## config.mk

```make
export PLATFORM = sky130hd
export DESIGN_NAME = thermal_level_frequency_capper
export DESIGN_NICKNAME = d
export VERILOG_FILES = /design/src/rtl/core/tlfc_pkg.sv /design/src/rtl/core/tlfc_level.sv /design/src/rtl/core/tlfc_lane.sv /design/src/rtl/core/tlfc_out.sv /design/src/rtl/core/thermal_level_frequency_capper.sv
export VERILOG_INCLUDE_DIRS = /design/src /design/src/rtl/core
export SDC_FILE = /design/constraint.sdc
export NUM_CORES = 1
export LEC_CHECK = 0
export BUFFER_PORTS_ARGS = -buffer_cell sky130_fd_sc_hd__buf_2
export CAP_MARGIN = 20
export CORE_MARGIN = 2
export CORE_UTILIZATION = 61
export CTS_BUF_LIST = sky130_fd_sc_hd__clkbuf_4 sky130_fd_sc_hd__clkbuf_8 sky130_fd_sc_hd__clkbuf_16
export DETAILED_ROUTE_END_ITERATION = 6
export HOLD_SLACK_MARGIN = 0.1
export PLACE_DENSITY = 0.81
export SKIP_CTS_REPAIR_TIMING = 1
export SLEW_MARGIN = 30
export SYNTH_ARGS = -nofsm -noshare
export SYNTH_HDL_FRONTEND = slang
export SYNTH_SLANG_ARGS = --single-unit
```

## constraint.sdc

```tcl
create_clock -name clk -period 36.9 [get_ports clk]
set_clock_uncertainty 0.1 [all_clocks]
set_input_delay 3.69 -clock clk [delete_from_list [all_inputs] [get_ports clk]]
set_output_delay 3.69 -clock clk [all_outputs]
set_load 0.1 [all_outputs]
```

## src/rtl/core/thermal_level_frequency_capper_defines.svh

```systemverilog
// ----------------------------------------------------------------------------
// Thermal level frequency capper assertion macros
// Shared assertion shorthands, clocked on clk and disabled while arst_n is low.
// ----------------------------------------------------------------------------
`ifndef THERMAL_LEVEL_FREQUENCY_CAPPER_DEFINES_SVH
`define THERMAL_LEVEL_FREQUENCY_CAPPER_DEFINES_SVH

// A property that must hold at every clock edge outside reset.
`define TLFC_ASSERT(lbl, prop, msg) \
	lbl: assert property (@(posedge clk) disable iff (!arst_n) prop) else $error(msg);

// A condition that must never be seen at a clock edge outside reset.
`define TLFC_NEVER(lbl, cond, msg) \
	lbl: assert property (@(posedge clk) disable iff (!arst_n) !(cond)) else $error(msg);

`endif

```

## src/rtl/core/tlfc_pkg.sv

```systemverilog
// ----------------------------------------------------------------------------
// Thermal level frequency capper package
// Widths, codes, the cap table and the types shared by the capper modules.
// ----------------------------------------------------------------------------
package tlfc_pkg;

	localparam int NUM_DOMAINS = 3;
	localparam int DWELL_W     = 16;
	localparam int FREQ_W      = 23;
	localparam int CAP_W       = 31;
	localparam int TEMP_W      = 12;
	localparam int CFG_IDX_W   = 3;

	localparam logic [CAP_W-1:0]   CAP_UNLIMITED = 31'h7FFF_FFFF;
	localparam logic [DWELL_W-1:0] DWELL_MAX     = 16'hFFFF;
	localparam logic [DWELL_W-1:0] DWELL_RESET   = 16'd20;
	localparam logic [FREQ_W-1:0]  HW_MAX_RESET  = 23'd8000000;

	localparam logic signed [TEMP_W-1:0] WARM_ENTER  = 12'sd380;
	localparam logic signed [TEMP_W-1:0] WARM_EXIT   = 12'sd370;
	localparam logic signed [TEMP_W-1:0] HOT_ENTER   = 12'sd400;
	localparam logic signed [TEMP_W-1:0] HOT_EXIT    = 12'sd390;
	localparam logic signed [TEMP_W-1:0] TEMP_REJECT = 12'sd900;
	localparam logic signed [TEMP_W-1:0] TEMP_ZERO   = 12'sd0;

	localparam logic [1:0] CMD_TICK   = 2'd0;
	localparam logic [1:0] CMD_SAMPLE = 2'd1;
	localparam logic [1:0] CMD_APPLY  = 2'd2;
	localparam logic [1:0] CMD_NONE   = 2'd3;

	localparam logic [1:0] LVL_NORMAL = 2'd0;
	localparam logic [1:0] LVL_WARM   = 2'd1;
	localparam logic [1:0] LVL_HOT    = 2'd2;

	localparam logic [1:0] TIER_LIGHT    = 2'd0;
	localparam logic [1:0] TIER_MODERATE = 2'd1;
	localparam logic [1:0] TIER_HEAVY    = 2'd2;
	localparam logic [1:0] TIER_INVALID  = 2'd3;

	localparam logic [1:0] WL_OTHER       = 2'd0;
	localparam logic [1:0] WL_INTERACTIVE = 2'd1;
	localparam logic [1:0] WL_SUSTAINED   = 2'd2;
	localparam logic [1:0] WL_FRAME       = 2'd3;

	localparam logic [CFG_IDX_W-1:0] REG_HIGH_PERF = 3'd0;
	localparam logic [CFG_IDX_W-1:0] REG_DWELL     = 3'd1;
	localparam logic [CFG_IDX_W-1:0] REG_D0_MIN    = 3'd2;
	localparam logic [CFG_IDX_W-1:0] REG_D0_MAX    = 3'd3;
	localparam logic [CFG_IDX_W-1:0] REG_D1_MIN    = 3'd4;
	localparam logic [CFG_IDX_W-1:0] REG_D1_MAX    = 3'd5;
	localparam logic [CFG_IDX_W-1:0] REG_D2_MIN    = 3'd6;
	localparam logic [CFG_IDX_W-1:0] REG_D2_MAX    = 3'd7;

	typedef struct packed {
		logic       emit;
		logic       status;
		logic [1:0] level;
		logic [1:0] tier;
	} level_info_t;

	typedef struct packed {
		logic                               status;
		logic [NUM_DOMAINS-1:0]             mask;
		logic [NUM_DOMAINS-1:0][CAP_W-1:0]  cap;
		logic [1:0]                         tier;
		logic [1:0]                         level;
	} result_t;

	function automatic logic [CAP_W-1:0] cap_lookup(logic [1:0] level, logic [1:0] tier,
			logic [1:0] dom);
		logic [CAP_W-1:0] v;
		unique case ({level, tier, dom})
			{LVL_NORMAL, TIER_LIGHT,    2'd0}: v = 31'd1200000;
			{LVL_NORMAL, TIER_LIGHT,    2'd1}: v = 31'd1600000;
			{LVL_NORMAL, TIER_LIGHT,    2'd2}: v = 31'd1600000;
			{LVL_NORMAL, TIER_MODERATE, 2'd0}: v = 31'd1800000;
			{LVL_NORMAL, TIER_MODERATE, 2'd1}: v = 31'd2500000;
			{LVL_NORMAL, TIER_MODERATE, 2'd2}: v = 31'd2600000;
			{LVL_NORMAL, TIER_HEAVY,    2'd0}: v = CAP_UNLIMITED;
			{LVL_NORMAL, TIER_HEAVY,    2'd1}: v = CAP_UNLIMITED;
			{LVL_NORMAL, TIER_HEAVY,    2'd2}: v = CAP_UNLIMITED;
			{LVL_WARM,   TIER_LIGHT,    2'd0}: v = 31'd1200000;
			{LVL_WARM,   TIER_LIGHT,    2'd1}: v = 31'd1600000;
			{LVL_WARM,   TIER_LIGHT,    2'd2}: v = 31'd1400000;
			{LVL_WARM,   TIER_MODERATE, 2'd0}: v = 31'd1700000;
			{LVL_WARM,   TIER_MODERATE, 2'd1}: v = 31'd2400000;
			{LVL_WARM,   TIER_MODERATE, 2'd2}: v = 31'd2500000;
			{LVL_WARM,   TIER_HEAVY,    2'd0}: v = 31'd1900000;
			{LVL_WARM,   TIER_HEAVY,    2'd1}: v = 31'd2700000;
			{LVL_WARM,   TIER_HEAVY,    2'd2}: v = 31'd2800000;
			{LVL_HOT,    TIER_LIGHT,    2'd0}: v = 31'd1100000;
			{LVL_HOT,    TIER_LIGHT,    2'd1}: v = 31'd1500000;
			{LVL_HOT,    TIER_LIGHT,    2'd2}: v = 31'd1200000;
			{LVL_HOT,    TIER_MODERATE, 2'd0}: v = 31'd1500000;
			{LVL_HOT,    TIER_MODERATE, 2'd1}: v = 31'd2100000;
			{LVL_HOT,    TIER_MODERATE, 2'd2}: v = 31'd2200000;
			{LVL_HOT,    TIER_HEAVY,    2'd0}: v = 31'd1700000;
			{LVL_HOT,    TIER_HEAVY,    2'd1}: v = 31'd2400000;
			{LVL_HOT,    TIER_HEAVY,    2'd2}: v = 31'd2500000;
			default:                           v = CAP_UNLIMITED;
		endcase
		return v;
	endfunction

endpackage

```

## src/rtl/core/tlfc_level.sv

```systemverilog
// ----------------------------------------------------------------------------
// Thermal level tracker
// Holds the thermal level and dwell counter and resolves the effective tier.
// ----------------------------------------------------------------------------
module tlfc_level (
	input  logic                                 clk,
	input  logic                                 arst_n,
	input  logic                                 fire,
	input  logic [1:0]                           command,
	input  logic signed [tlfc_pkg::TEMP_W-1:0]   temp_deci_c,
	input  logic [1:0]                           tier_in,
	input  logic [1:0]                           workload_state,
	input  logic [tlfc_pkg::DWELL_W-1:0]         release_dwell_ticks,
	output tlfc_pkg::level_info_t                info
);

	logic [1:0]                   level_q;
	logic [tlfc_pkg::DWELL_W-1:0] dwell_q;
	logic [1:0]                   level_next;
	logic                         reject;
	logic                         dwell_done;
	logic                         is_sample;
	logic [1:0]                   tier;

	assign is_sample  = (command == tlfc_pkg::CMD_SAMPLE);
	assign reject     = (temp_deci_c <= tlfc_pkg::TEMP_ZERO) ||
			(temp_deci_c >= tlfc_pkg::TEMP_REJECT);
	assign dwell_done = (dwell_q >= release_dwell_ticks);

	always_comb begin
		level_next = level_q;
		if (is_sample && !reject) begin
			unique case (level_q)
				tlfc_pkg::LVL_NORMAL: begin
					if (temp_deci_c >= tlfc_pkg::HOT_ENTER)
						level_next = tlfc_pkg::LVL_HOT;
					else if (temp_deci_c >= tlfc_pkg::WARM_ENTER)
						level_next = tlfc_pkg::LVL_WARM;
				end
				tlfc_pkg::LVL_WARM: begin
					if (temp_deci_c >= tlfc_pkg::HOT_ENTER)
						level_next = tlfc_pkg::LVL_HOT;
					else if (temp_deci_c <= tlfc_pkg::WARM_EXIT && dwell_done)
						level_next = tlfc_pkg::LVL_NORMAL;
				end
				tlfc_pkg::LVL_HOT: begin
					if (temp_deci_c <= tlfc_pkg::HOT_EXIT && dwell_done)
						level_next = (temp_deci_c <= tlfc_pkg::WARM_EXIT) ?
								tlfc_pkg::LVL_NORMAL : tlfc_pkg::LVL_WARM;
				end
				default: level_next = tlfc_pkg::LVL_NORMAL;
			endcase
		end
	end

	always_comb begin
		tier = tier_in;
		if (workload_state == tlfc_pkg::WL_INTERACTIVE && tier == tlfc_pkg::TIER_LIGHT)
			tier = tlfc_pkg::TIER_MODERATE;
		if (workload_state == tlfc_pkg::WL_SUSTAINED || workload_state == tlfc_pkg::WL_FRAME)
			tier = tlfc_pkg::TIER_HEAVY;
		if (tier == tlfc_pkg::TIER_INVALID)
			tier = tlfc_pkg::TIER_LIGHT;
	end

	always_ff @(posedge clk or negedge arst_n) begin
		if (!arst_n) begin
			level_q <= tlfc_pkg::LVL_NORMAL;
			dwell_q <= '0;
		end else if (fire) begin
			if (command == tlfc_pkg::CMD_TICK) begin
				if (dwell_q != tlfc_pkg::DWELL_MAX)
					dwell_q <= dwell_q + 1'b1;
			end else if (level_next != level_q) begin
				level_q <= level_next;
				dwell_q <= '0;
			end
		end
	end

	assign info.emit   = (command == tlfc_pkg::CMD_SAMPLE) || (command == tlfc_pkg::CMD_APPLY);
	assign info.status = is_sample && reject;
	assign info.level  = level_next;
	assign info.tier   = tier;

endmodule

```

## src/rtl/core/tlfc_lane.sv

```systemverilog
// ----------------------------------------------------------------------------
// Domain cap lane
// Clamps one domain's table cap, applies its floor and tracks the applied cap.
// ----------------------------------------------------------------------------
module tlfc_lane (
	input  logic                          clk,
	input  logic                          arst_n,
	input  logic                          apply,
	input  logic                          hp_mode,
	input  logic [tlfc_pkg::CAP_W-1:0]    table_cap,
	input  logic [tlfc_pkg::FREQ_W-1:0]   hw_min,
	input  logic [tlfc_pkg::FREQ_W-1:0]   hw_max,
	input  logic [tlfc_pkg::FREQ_W-1:0]   floor_khz,
	output logic [tlfc_pkg::CAP_W-1:0]    cap,
	output logic                          changed
);

	logic [tlfc_pkg::CAP_W-1:0]  applied_q;
	logic [tlfc_pkg::FREQ_W-1:0] lim_a;
	logic [tlfc_pkg::FREQ_W-1:0] lim_b;
	logic [tlfc_pkg::FREQ_W-1:0] lim_c;

	// Limited table entries all fit in the frequency width.
	always_comb begin
		lim_a = table_cap[tlfc_pkg::FREQ_W-1:0];
		if (lim_a < hw_min)
			lim_a = hw_min;
		lim_b = (lim_a > hw_max) ? hw_max : lim_a;
		lim_c = (floor_khz > lim_b) ? floor_khz : lim_b;
	end

	always_comb begin
		priority if (hp_mode || table_cap == tlfc_pkg::CAP_UNLIMITED)
			cap = tlfc_pkg::CAP_UNLIMITED;
		else
			cap = {{(tlfc_pkg::CAP_W - tlfc_pkg::FREQ_W){1'b0}}, lim_c};
	end

	assign changed = (cap != applied_q);

	always_ff @(posedge clk or negedge arst_n) begin
		if (!arst_n)
			applied_q <= tlfc_pkg::CAP_UNLIMITED;
		else if (apply)
			applied_q <= cap;
	end

endmodule

```

## src/rtl/core/tlfc_out.sv

```systemverilog
// ----------------------------------------------------------------------------
// Result output stage
// Output register with a skid entry so the input side runs while results wait.
// ----------------------------------------------------------------------------
module tlfc_out (
	input  logic              clk,
	input  logic              arst_n,
	input  logic              in_valid,
	input  tlfc_pkg::result_t in_res,
	input  logic              out_ready,
	output logic              out_valid,
	output tlfc_pkg::result_t out_res,
	output logic              full
);

	logic              out_valid_q;
	logic              skid_valid_q;
	tlfc_pkg::result_t out_res_q;
	tlfc_pkg::result_t skid_res_q;
	logic              drain;

	assign drain = !out_valid_q || out_ready;

	always_ff @(posedge clk or negedge arst_n) begin
		if (!arst_n) begin
			out_valid_q  <= 1'b0;
			skid_valid_q <= 1'b0;
		end else if (drain) begin
			out_valid_q  <= skid_valid_q || in_valid;
			skid_valid_q <= 1'b0;
		end else if (in_valid) begin
			skid_valid_q <= 1'b1;
		end
	end

	always_ff @(posedge clk) begin
		if (drain) begin
			if (skid_valid_q)
				out_res_q <= skid_res_q;
			else if (in_valid)
				out_res_q <= in_res;
		end else if (in_valid) begin
			skid_res_q <= in_res;
		end
	end

	assign out_valid = out_valid_q;
	assign out_res   = out_res_q;
	assign full      = skid_valid_q;

endmodule

```

## src/rtl/core/thermal_level_frequency_capper.sv

```systemverilog
// ----------------------------------------------------------------------------
// Thermal level frequency capper
// Thermal level tracking with per-domain frequency caps for three CPU domains.
// ----------------------------------------------------------------------------
// The block takes one item in every cycle while s_axis_tready is high and
// resolves it in that cycle: the thermal level update, the tier rules and
// the three domain lanes are all combinational logic, and each result is
// then registered. Results pass through an output register backed by one
// skid entry; s_axis_tready falls only when both are full, that is when a
// second result arrives while the first is still held back. Ticks and unused
// commands give no result. Configuration writes are always taken at once.
// ----------------------------------------------------------------------------
`include "thermal_level_frequency_capper_defines.svh"

module thermal_level_frequency_capper (
	input  logic         clk,
	input  logic         arst_n,
	input  logic         s_axis_tvalid,
	output logic         s_axis_tready,
	// temp_deci_c, load tier, workload_state, floor0_khz, floor1_khz, floor2_khz
	input  logic [87:0]  s_axis_tdata,
	// command
	input  logic [1:0]   s_axis_tuser,
	output logic         m_axis_tvalid,
	input  logic         m_axis_tready,
	// level, effective_tier, cap0_khz, cap1_khz, cap2_khz, changed_mask
	output logic [103:0] m_axis_tdata,
	// status
	output logic         m_axis_tuser,
	input  logic         cfg_valid,
	output logic         cfg_ready,
	input  logic [2:0]   cfg_index,
	input  logic [22:0]  cfg_data
);

	localparam int NDOM = tlfc_pkg::NUM_DOMAINS;
	localparam int FW   = tlfc_pkg::FREQ_W;
	localparam int FLOOR_LSB = 16;

	logic                                high_perf_q;
	logic [tlfc_pkg::DWELL_W-1:0]        dwell_ticks_q;
	logic [NDOM-1:0][FW-1:0]             hw_min_q;
	logic [NDOM-1:0][FW-1:0]             hw_max_q;

	logic                                s_fire;
	logic                                apply;
	logic                                skid_full;
	tlfc_pkg::level_info_t               info;
	tlfc_pkg::result_t                   res;
	tlfc_pkg::result_t                   out_res;
	logic [NDOM-1:0][tlfc_pkg::CAP_W-1:0] table_cap;
	logic [NDOM-1:0][tlfc_pkg::CAP_W-1:0] lane_cap;
	logic [NDOM-1:0]                     lane_changed;

	assign cfg_ready = 1'b1;

	always_ff @(posedge clk or negedge arst_n) begin
		if (!arst_n) begin
			high_perf_q   <= 1'b0;
			dwell_ticks_q <= tlfc_pkg::DWELL_RESET;
			hw_min_q      <= '0;
			hw_max_q      <= {NDOM{tlfc_pkg::HW_MAX_RESET}};
		end else if (cfg_valid) begin
			unique case (cfg_index)
				tlfc_pkg::REG_HIGH_PERF: high_perf_q   <= cfg_data[0];
				tlfc_pkg::REG_DWELL:     dwell_ticks_q <= cfg_data[tlfc_pkg::DWELL_W-1:0];
				tlfc_pkg::REG_D0_MIN:    hw_min_q[0]   <= cfg_data;
				tlfc_pkg::REG_D0_MAX:    hw_max_q[0]   <= cfg_data;
				tlfc_pkg::REG_D1_MIN:    hw_min_q[1]   <= cfg_data;
				tlfc_pkg::REG_D1_MAX:    hw_max_q[1]   <= cfg_data;
				tlfc_pkg::REG_D2_MIN:    hw_min_q[2]   <= cfg_data;
				tlfc_pkg::REG_D2_MAX:    hw_max_q[2]   <= cfg_data;
			endcase
		end
	end

	assign s_axis_tready = !skid_full;
	assign s_fire        = s_axis_tvalid && s_axis_tready;
	assign apply         = s_fire && info.emit;

	tlfc_level u_level (
		.clk                 (clk),
		.arst_n              (arst_n),
		.fire                (s_fire),
		.command             (s_axis_tuser),
		.temp_deci_c         (s_axis_tdata[11:0]),
		.tier_in             (s_axis_tdata[13:12]),
		.workload_state      (s_axis_tdata[15:14]),
		.release_dwell_ticks (dwell_ticks_q),
		.info                (info)
	);

	for (genvar g = 0; g < NDOM; g++) begin : g_lane
		assign table_cap[g] = tlfc_pkg::cap_lookup(info.level, info.tier, 2'(g));

		tlfc_lane u_lane (
			.clk       (clk),
			.arst_n    (arst_n),
			.apply     (apply),
			.hp_mode   (high_perf_q),
			.table_cap (table_cap[g]),
			.hw_min    (hw_min_q[g]),
			.hw_max    (hw_max_q[g]),
			.floor_khz (s_axis_tdata[FLOOR_LSB + FW*g +: FW]),
			.cap       (lane_cap[g]),
			.changed   (lane_changed[g])
		);
	end

	assign res.status = info.status;
	assign res.mask   = lane_changed;
	assign res.cap    = lane_cap;
	assign res.tier   = info.tier;
	assign res.level  = info.level;

	tlfc_out u_out (
		.clk       (clk),
		.arst_n    (arst_n),
		.in_valid  (apply),
		.in_res    (res),
		.out_ready (m_axis_tready),
		.out_valid (m_axis_tvalid),
		.out_res   (out_res),
		.full      (skid_full)
	);

	assign m_axis_tdata = {4'b0000, out_res.mask, out_res.cap[2], out_res.cap[1],
			out_res.cap[0], out_res.tier, out_res.level};
	assign m_axis_tuser = out_res.status;

	`TLFC_ASSERT(a_skid_behind_out, skid_full |-> m_axis_tvalid, "skid entry held without output")
	`TLFC_ASSERT(a_tick_no_result, (s_fire && s_axis_tuser == tlfc_pkg::CMD_TICK && !m_axis_tvalid) |=> !m_axis_tvalid, "tick produced a result")
	`TLFC_ASSERT(a_hp_unlimited, (apply && high_perf_q && (!m_axis_tvalid || m_axis_tready)) |=> (out_res.cap[0] == tlfc_pkg::CAP_UNLIMITED && out_res.cap[1] == tlfc_pkg::CAP_UNLIMITED && out_res.cap[2] == tlfc_pkg::CAP_UNLIMITED), "cap limited in high performance mode")
	`TLFC_NEVER(a_tier_valid, m_axis_tvalid && out_res.tier == tlfc_pkg::TIER_INVALID, "invalid tier in result")

endmodule

```

# ---- Word level (Yosys, flattened, before mapping)
# Index checks and enable logic that the tools add are counted.
dict set report totals {
  regBits 470
  inputBits 121
  out_inout_bits 108
  wordCells 152
}
dict set report op_classes {
  n_addsub 1
  magnitude_cmp 16
  n_eq_ne 31
  n_mux 33
  n_bitwise 2
  n_reduce_logical 40
}
# op n
set op_table {}
lappend op_table {{case mux 31 bit (6 select lines)} 2}
lappend op_table {{case mux 31 bit (7 select lines)} 1}
lappend op_table {{two-way mux 23 bit} 9}
lappend op_table {{two-way mux 101 bit} 2}
lappend op_table {{> comparator 23 bit} 6}
lappend op_table {{== test 31 bit, second input constant} 3}
lappend op_table {{two-way mux 31 bit} 3}
lappend op_table {{!= test 31 bit} 3}
lappend op_table {{less-than comparator 23 bit} 3}
lappend op_table {{two-way mux 16 bit} 3}
lappend op_table {{>= comparator 12 x 10 -> 1 bit, second input constant} 2}
lappend op_table {{<= comparator 12 x 10 -> 1 bit, second input constant} 2}
lappend op_table {{AND reduction 2 bit} 10}
lappend op_table {{two-way mux 2 bit} 9}
lappend op_table {{adder 16 x 1 -> 16 bit, second input constant} 1}
lappend op_table {{>= comparator 16 bit} 1}
lappend op_table {{!= test 16 bit, second input constant} 1}
lappend op_table {{== test 3 bit, second input constant} 4}
lappend op_table {{== test 4 x 3 -> 1 bit, second input constant} 3}
lappend op_table {{== test 4 bit, second input constant} 3}
lappend op_table {{>= comparator 12 x 11 -> 1 bit, second input constant} 1}
lappend op_table {{<= comparator 12 x 1 -> 1 bit, second input constant} 1}
lappend op_table {{== test 2 bit, second input constant} 5}
lappend op_table {{logical OR 1 bit} 8}
lappend op_table {{17 further kinds} 37}

# ---- Logic depth before layout (Yosys ltp)
dict set report logic_depth {
  word_depth 19
  ltp_mapped 57
  ltp_nobuf 45
}

# ---- Cells and area by module
# From an unflattened synthesis, not the netlist that was laid out.
dict set report unflattened {
  hier_cells 2792
  hier_area_um2 28911.5
}
# mod instances cells_each area_per_inst_um2 seq_area_each_um2
set by_module_without_submodules {}
lappend by_module_without_submodules {tlfc_out 1 323 7397.1 6115.9}
lappend by_module_without_submodules {thermal_level_frequency_capper 1 438 6343.6 3907.5}
lappend by_module_without_submodules {{tlfc_lane (g_lane[2].u_lane)} 1 615 4664.5 630.6}
lappend by_module_without_submodules {{tlfc_lane (g_lane[0].u_lane)} 1 613 4470.5 630.6}
lappend by_module_without_submodules {{tlfc_lane (g_lane[1].u_lane)} 1 599 4279.1 630.6}
lappend by_module_without_submodules {tlfc_level 1 204 1756.7 450.4}

# ---- Worst setup path after synthesis
# No wires, ideal clock.
dict set report synth_path {
  path_kind {input to register}
  from {input port s_axis_tdata[3]}
  to {register u_out.out_res_q (netlist bit u_out.out_res[97]), data pin}
  setup_ps 285
  arrival_time_ps 15510
  required_ps 36515
  slack_ps 21005
  path_stages 49
  path_buffers 12
  cell_sequence {or4_4 -> o2111a_2 -> nor3_2 -> o211ai_1 -> a221o_1 -> buf_2 -> a21o_1 -> buf_4 -> nor2_2 -> inv_1 -> ha_1 -> or4b_1 -> a21oi_1 -> o21ai_0 -> a221o_1 -> or2_2 -> buf_1 -> o21a_1 -> (+13 left out) -> clkbuf_1 -> o21ai_0 -> ha_1 -> or4_1 -> o2bb2ai_1 -> a21oi_1 -> or4_1 -> clkbuf_1 -> and2_0 -> clkbuf_1 -> buf_1 -> a2111oi_1 -> o22ai_1 -> a2111oi_1 -> o211ai_1 -> or4_4 -> a2111oi_4 -> a41oi_1}
}
dict set report synth_via {
  elab_chain_len 19
}
# element line_no
set synth_lines {}
lappend synth_lines {{start: declaration} thermal_level_frequency_capper.sv:21} ;# input logic [87:0] s_axis_tdata,
lappend synth_lines {{<= comparator 12 x 10 -> 1 bit} {tlfc_level.sv:43, tlfc_level.sv:48}}
lappend synth_lines {{logical AND 1 bit} tlfc_level.sv:43} ;# else if (temp_deci_c <= tlfc_pkg::WARM_EXIT && dwell_done)
lappend synth_lines {{two-way mux 2 bit} tlfc_level.sv:43}
lappend synth_lines {{two-way mux 2 bit} tlfc_level.sv:41} ;# if (temp_deci_c >= tlfc_pkg::HOT_ENTER)
lappend synth_lines {{case mux 2 bit (3 select lines)} tlfc_level.sv:33} ;# unique case (level_q)
lappend synth_lines {{two-way mux 2 bit *} tlfc_level.sv:32} ;# if (is_sample && !reject) begin
lappend synth_lines {{== test 4 bit (tied with other cells)} tlfc_pkg.sv:72} ;# unique case ({level, tier, dom})
lappend synth_lines {{OR reduction 2 bit (no source line)} n/a}
lappend synth_lines {{(+3 left out)} n/a}
lappend synth_lines {{> comparator 23 bit} tlfc_lane.sv:28} ;# lim_b = (lim_a > hw_max) ? hw_max : lim_a;
lappend synth_lines {{two-way mux 23 bit} tlfc_lane.sv:28}
lappend synth_lines {{> comparator 23 bit} tlfc_lane.sv:29} ;# lim_c = (floor_khz > lim_b) ? floor_khz : lim_b;
lappend synth_lines {{two-way mux 23 bit} tlfc_lane.sv:29}
lappend synth_lines {{two-way mux 31 bit *} tlfc_lane.sv:33} ;# priority if (hp_mode || table_cap == tlfc_pkg::CAP_UNLIMITED)
lappend synth_lines {{!= test 31 bit *} tlfc_lane.sv:39} ;# assign changed = (cap != applied_q);
lappend synth_lines {{two-way mux 101 bit *} tlfc_out.sv:40} ;# else if (in_valid)
lappend synth_lines {{two-way mux 101 bit *} tlfc_out.sv:38} ;# if (skid_valid_q)
lappend synth_lines {{end signal: assignment} tlfc_out.sv:39} ;# out_res_q <= skid_res_q;
lappend synth_lines {{end signal: assignment} tlfc_out.sv:41} ;# out_res_q <= in_res;
lappend synth_lines {{end: declaration} tlfc_out.sv:18} ;# tlfc_pkg::result_t out_res_q;
# Mark *: on every way between the ends. The rest lies on a longest branch, timed or not. The select of a mux whose other input is x is not followed.
# A chain may end at the register's enable or synchronous reset.

# ---- Worst setup path in the final report
dict set report layout_path {
  from {input port s_axis_tdata[3]}
  to {register u_out.out_res_q (netlist bit u_out.out_res[97]), data pin}
}
dict set report layout_via {
  elab_chain_len 19
}
# element line_no
set layout_lines {}
lappend layout_lines {{<= comparator 12 x 10 -> 1 bit} {tlfc_level.sv:43, tlfc_level.sv:48}}
lappend layout_lines {{logical AND 1 bit} tlfc_level.sv:43}
lappend layout_lines {{two-way mux 2 bit} tlfc_level.sv:43}
lappend layout_lines {{two-way mux 2 bit} tlfc_level.sv:41}
lappend layout_lines {{case mux 2 bit (3 select lines)} tlfc_level.sv:33}
lappend layout_lines {{two-way mux 2 bit *} tlfc_level.sv:32}
lappend layout_lines {{== test 4 bit (tied with other cells)} tlfc_pkg.sv:72}
lappend layout_lines {{OR reduction 2 bit (no source line)} n/a}
lappend layout_lines {{(+4 left out)} n/a}
lappend layout_lines {{two-way mux 23 bit} tlfc_lane.sv:28}
lappend layout_lines {{> comparator 23 bit} tlfc_lane.sv:29}
lappend layout_lines {{two-way mux 23 bit} tlfc_lane.sv:29}
lappend layout_lines {{two-way mux 31 bit *} tlfc_lane.sv:33}
lappend layout_lines {{named net g_lane[0].u_lane.cap, one bit} tlfc_lane.sv:14} ;# output logic [tlfc_pkg::CAP_W-1:0] cap,
lappend layout_lines {{!= test 31 bit *} tlfc_lane.sv:39}
lappend layout_lines {{two-way mux 101 bit *} tlfc_out.sv:40}
lappend layout_lines {{two-way mux 101 bit *} tlfc_out.sv:38}
# The timed path passes the listed nets; every way through them passes the cells marked *. The select of a mux whose other input is x is not followed.

==> metrics.txt <==
# TYPE chip_impl_metric gauge
chip_impl_info{name="crit_end",value="u_out.out_res[97]"} 1
chip_impl_metric{name="numCtsBuffers",unit=""} 45
chip_impl_metric{name="grt_pass1_vias",unit=""} 23400
chip_impl_metric{name="dp.final_hpwl",unit="um"} 70700
chip_impl_metric{name="fp.dieH",unit="um"} 216
chip_impl_info{name="worst_hold_path_type",value="register to register"} 1
chip_impl_metric{name="stdcell_count",unit=""} 3696
chip_impl_metric{name="syn_inst",unit=""} 2920
chip_impl_metric{name="synth.lib_cells_used.distinct",unit=""} 104
chip_impl_metric{name="clk_path_buf_depth",unit=""} 3
chip_impl_metric{name="period_share",unit=""} 0.503
chip_impl_info{name="synth_area_leaders",value="edfxtp_1 17%, dfrtp_1 14%, ha_1 10%"} 1
chip_impl_info{name="synth_common_cells",value="356 x nand2_1, 243 x inv_1, 224 x ha_1"} 1
chip_impl_info{name="top_count_cell_post_synth",value="nand2_1"} 1
chip_impl_metric{name="timing.critical_path.slowest_cell_delay",unit="ns"} 0.88
chip_impl_metric{name="start_util",unit=""} 0.620
chip_impl_metric{name="layout-drive-gt1-share",unit=""} 0.218
chip_impl_metric{name="globalplace.congestion",unit=""} 1.03
chip_impl_metric{name="power_leakage",unit="nW"} 12.6
chip_impl_metric{name="avgSynthCellArea",unit="sq um"} 9.40
chip_impl_metric{name="final.setup.tns",unit="ns"} 0
chip_impl_metric{name="grt_remaining_overflow",unit=""} 0
chip_impl_metric{name="die_area",unit="sq um"} 46700
chip_impl_info{name="worstSetupStartpoint",value="s_axis_tdata[3]"} 1
chip_impl_metric{name="comb_power_share",unit=""} 0.625
chip_impl_metric{name="ys_warn_count",unit=""} 0
chip_impl_info{name="cts_tree",value="built"} 1
chip_impl_metric{name="wl_met2",unit="um"} 40500
chip_impl_metric{name="power.share.sequential",unit=""} 0.223
chip_impl_metric{name="p_sw",unit="mW"} 1.63
chip_impl_metric{name="path_clk_slew",unit="ns"} 0.07
chip_impl_metric{name="firstDrtPassIters",unit=""} 7
chip_impl_metric{name="timing.final.max_slew_violations",unit=""} 0
chip_impl_metric{name="met1_length",unit="um"} 39300
chip_impl_metric{name="place_area",unit="sq um"} 28900
chip_impl_metric{name="timing.final.hold_violations",unit=""} 0
chip_impl_metric{name="first_iter_violations",unit=""} 3222
chip_impl_metric{name="postRouteAntennaNets",unit=""} 0
chip_impl_metric{name="ff_latch_count_synth",unit=""} 407
chip_impl_metric{name="setup_viol",unit=""} 0
chip_impl_metric{name="max_cap_viol_count",unit=""} 0
chip_impl_metric{name="power_switching_share",unit=""} 0.520
chip_impl_metric{name="clock_power_share",unit=""} 0.152
chip_impl_info{name="synth_top_flop_cell",value="edfxtp_1"} 1
chip_impl_metric{name="maxClockFrequency",unit="GHz"} 0.0538
chip_impl_metric{name="timing.hold.worst_path_depth",unit=""} 2
chip_impl_metric{name="yosys.area.top_type_share",unit=""} 0.175
chip_impl_metric{name="synth_area",unit="sq um"} 27500
chip_impl_info{name="status",value="finished, violations left"} 1
chip_impl_metric{name="dr_total_vias",unit=""} 24900
chip_impl_metric{name="timing.reg2reg.worst_path_depth",unit=""} 46
chip_impl_metric{name="area_growth_synth_to_finish",unit="%"} 11.2
chip_impl_info{name="critPathKind",value="primary input to register"} 1
chip_impl_info{name="worstSetupEndpointType",value="register"} 1
chip_impl_metric{name="h-tree-depth",unit=""} 2
chip_impl_metric{name="max-vdd-ir-drop",unit="uV"} 68.9
chip_impl_metric{name="cell_internal_power",unit="mW"} 1.51
chip_impl_metric{name="clock_latency",unit="ns"} 0.61
chip_impl_info{name="start_kind",value="primary input"} 1
chip_impl_info{name="yosys.area.top_type",value="edfxtp_1"} 1
chip_impl_info{name="r2r_end",value="u_out.out_res[97]"} 1
chip_impl_metric{name="detail_route.vias_per_cell",unit=""} 6.74
chip_impl_info{name="worst_path_max_delay_cell",value="mux2i_1"} 1
chip_impl_metric{name="post-route-cell-area",unit="sq um"} 30500
chip_impl_metric{name="fp.coreArea",unit="sq um"} 44300
chip_impl_info{name="failed_checks",value="DRC"} 1
chip_impl_metric{name="relSlewSlack",unit=""} 0.273
chip_impl_metric{name="synth_async_sr_flop_share",unit=""} 0.607
chip_impl_metric{name="worst-r2r-setup-slack",unit="ns"} 21.24
chip_impl_metric{name="worstPathArrival",unit="ns"} 18.80
chip_impl_metric{name="synth_edf_count",unit=""} 160
chip_impl_metric{name="tritoncts_num_sinks",unit=""} 407
chip_impl_metric{name="grt_max_degree",unit=""} 103
chip_impl_metric{name="die_w",unit="um"} 216
chip_impl_metric{name="synth.yosys.seq_area_share",unit=""} 0.404
chip_impl_metric{name="cp_max_fo",unit=""} 36
chip_impl_metric{name="count_of_pins_on_the_block_boundary",unit=""} 229
chip_impl_metric{name="grt_antenna_before_repair",unit=""} 1
chip_impl_metric{name="finalWirelength",unit="um"} 96700
chip_impl_metric{name="layout.nets",unit=""} 3411
chip_impl_metric{name="placement.io_buffers",unit=""} 220
chip_impl_info{name="cts_root_buf",value="clkbuf_16"} 1
chip_impl_metric{name="placed_cells_incl_taps",unit=""} 3610
chip_impl_metric{name="num_rows",unit=""} 77
chip_impl_metric{name="finalWorstPathRequiredPeriod",unit="ns"} 18.58
chip_impl_metric{name="grt_first_pass_wirelength",unit="um"} 144000
chip_impl_info{name="worst_r2r_startpoint",value="u_level.dwell_q[0]"} 1
chip_impl_metric{name="routed_wire_length_per_instance",unit="um"} 26.2
chip_impl_metric{name="required",unit="ns"} 37.12
chip_impl_metric{name="grt_util_all_layers",unit=""} 0.406
chip_impl_info{name="highest_layer",value="met4"} 1
chip_impl_metric{name="routed-wl-met3",unit="um"} 13200
chip_impl_metric{name="pwr_density_cell",unit="nW/um^2"} 103
chip_impl_metric{name="max_slew.worst_pin.slew",unit="ns"} 1.09
chip_impl_metric{name="post-route-drc-count",unit=""} 1
chip_impl_info{name="grt_setup_unrepaired",value="false"} 1
worst min-delay path by stage:
stage	start	to	slack [ns]
global placement	g_lane[2].u_lane.applied_q[12]	g_lane[2].u_lane.applied_q[12]	0.35
finish	g_lane[2].u_lane.applied_q[18]	g_lane[2].u_lane.applied_q[18]	0.37
detailed placement	g_lane[2].u_lane.applied_q[18]	g_lane[2].u_lane.applied_q[18]	0.36
CTS	g_lane[2].u_lane.applied_q[18]	g_lane[2].u_lane.applied_q[18]	0.37
floorplan	g_lane[2].u_lane.applied_q[12]	g_lane[2].u_lane.applied_q[12]	0.34
global route	g_lane[1].u_lane.applied_q[15]	g_lane[1].u_lane.applied_q[15]	0.38
critical path: cells and delay by family:
kind | cells | cell delay (ns)
XOR/XNOR | 1 | 0.23
adder cells (fa/ha/maj) | 3 | 0.79
AND/OR/NAND/NOR | 16 | 6.60
multiplexers | 1 | 0.88
buffers and inverters | 6 | 1.16
AO/OA/AOI/OAI | 17 | 5.43
per-stage QoR:
step / hold slack, ns / power [mW] / worst slack, ns / util
after floorplan: 0.342 / 2.00 / 21.00 / -
after global placement: 0.351 / 2.51 / 18.41 / 0.652
after detailed placement: 0.357 / 2.56 / 18.41 / 0.652
after CTS: 0.367 / 3.05 / 18.94 / 0.687
after global routing: 0.384 / 3.30 / 17.93 / 0.689
final: 0.366 / 3.14 / 18.32 / 0.689
layer usage:
metal	track usage	up-vias
met5	0	-
met4	0.142	0
met3	0.110	232
met2	0.588	1604
met1	0.586	12100
li1	-	11000
final cells by class:
type | count | area, sq um
Multi-Input combinational cell | 2101 | 14700
Fill cell | 3330 | 13800
Sequential cell | 407 | 11100
Timing Repair Buffer | 261 | 1440
Clock buffer | 54 | 1240
Inverter | 250 | 938
Tap cell | 592 | 741
Clock inverter | 30 | 309
Antenna cell | 1 | 2.50
placed cells by master, fill, tap and decap left out, types with 15 or more instances in the layout:
master       n
o21ai_0    211
nand2b_1    20
and3_1      16
nand4_1     60
xnor2_1     15
mux2i_1     25
buf_2      219
a21oi_1    157
o211ai_1    38
a31oi_1     34
o22ai_1     18
nor4_1      23
ha_1       224
buf_4       37
a2111oi_0   17
a21o_1      30
and2_1      15
a221oi_1    16
clkbuf_16   46
a211oi_1    33
xor2_1      18
or3_1       16
nor3_1      46
o21a_1      20
edfxtp_1   160
nand3_1     56
dfrtp_1    152
dfstp_2     95
nor2_1     168
mux2_2     172
inv_1      243
nand2_1    355
cells by family (layout without fill, tap and decap cells):
kind of cell / count (synthesis) / after routing / share of synthesized area
and+or+nand+nor: 856 / 856 / 0.147
AOI/OAI and AO/OA: 784 / 784 / 0.192
buffers and inverters: 415 / 595 / 0.0625
DFF: 407 / 407 / 0.404
adders and majority gates: 224 / 224 / 0.102
muxes: 199 / 199 / 0.0807
xor gates and xnor gates: 33 / 33 / 0.0105
other: 2 / 6 / 0.000274
power by group through the flow:
stage                     Combinational, mW  Sequential, mW  Clock (mW)
after floorplan                        1.22           0.778           0
after global placement                 1.81           0.695           0
after detailed placement               1.86           0.700           0
after CTS                              1.88           0.695       0.477
after global routing                   2.10           0.708       0.494
final                                  1.96           0.699       0.477
sequential cells by signal, summed over array words and instances (netlist names):
name,flops
u_out.out_valid,1
u_level.dwell_q,16
u_out.full,1
g_lane.u_lane.applied_q,72
u_out.out_res,80
hw_min_q,69
dwell_ticks_q,16
u_out.skid_res_q,80
high_perf_q,1
u_level.level_q,2
hw_max_q,69
Power figures use the tool's default switching activity.
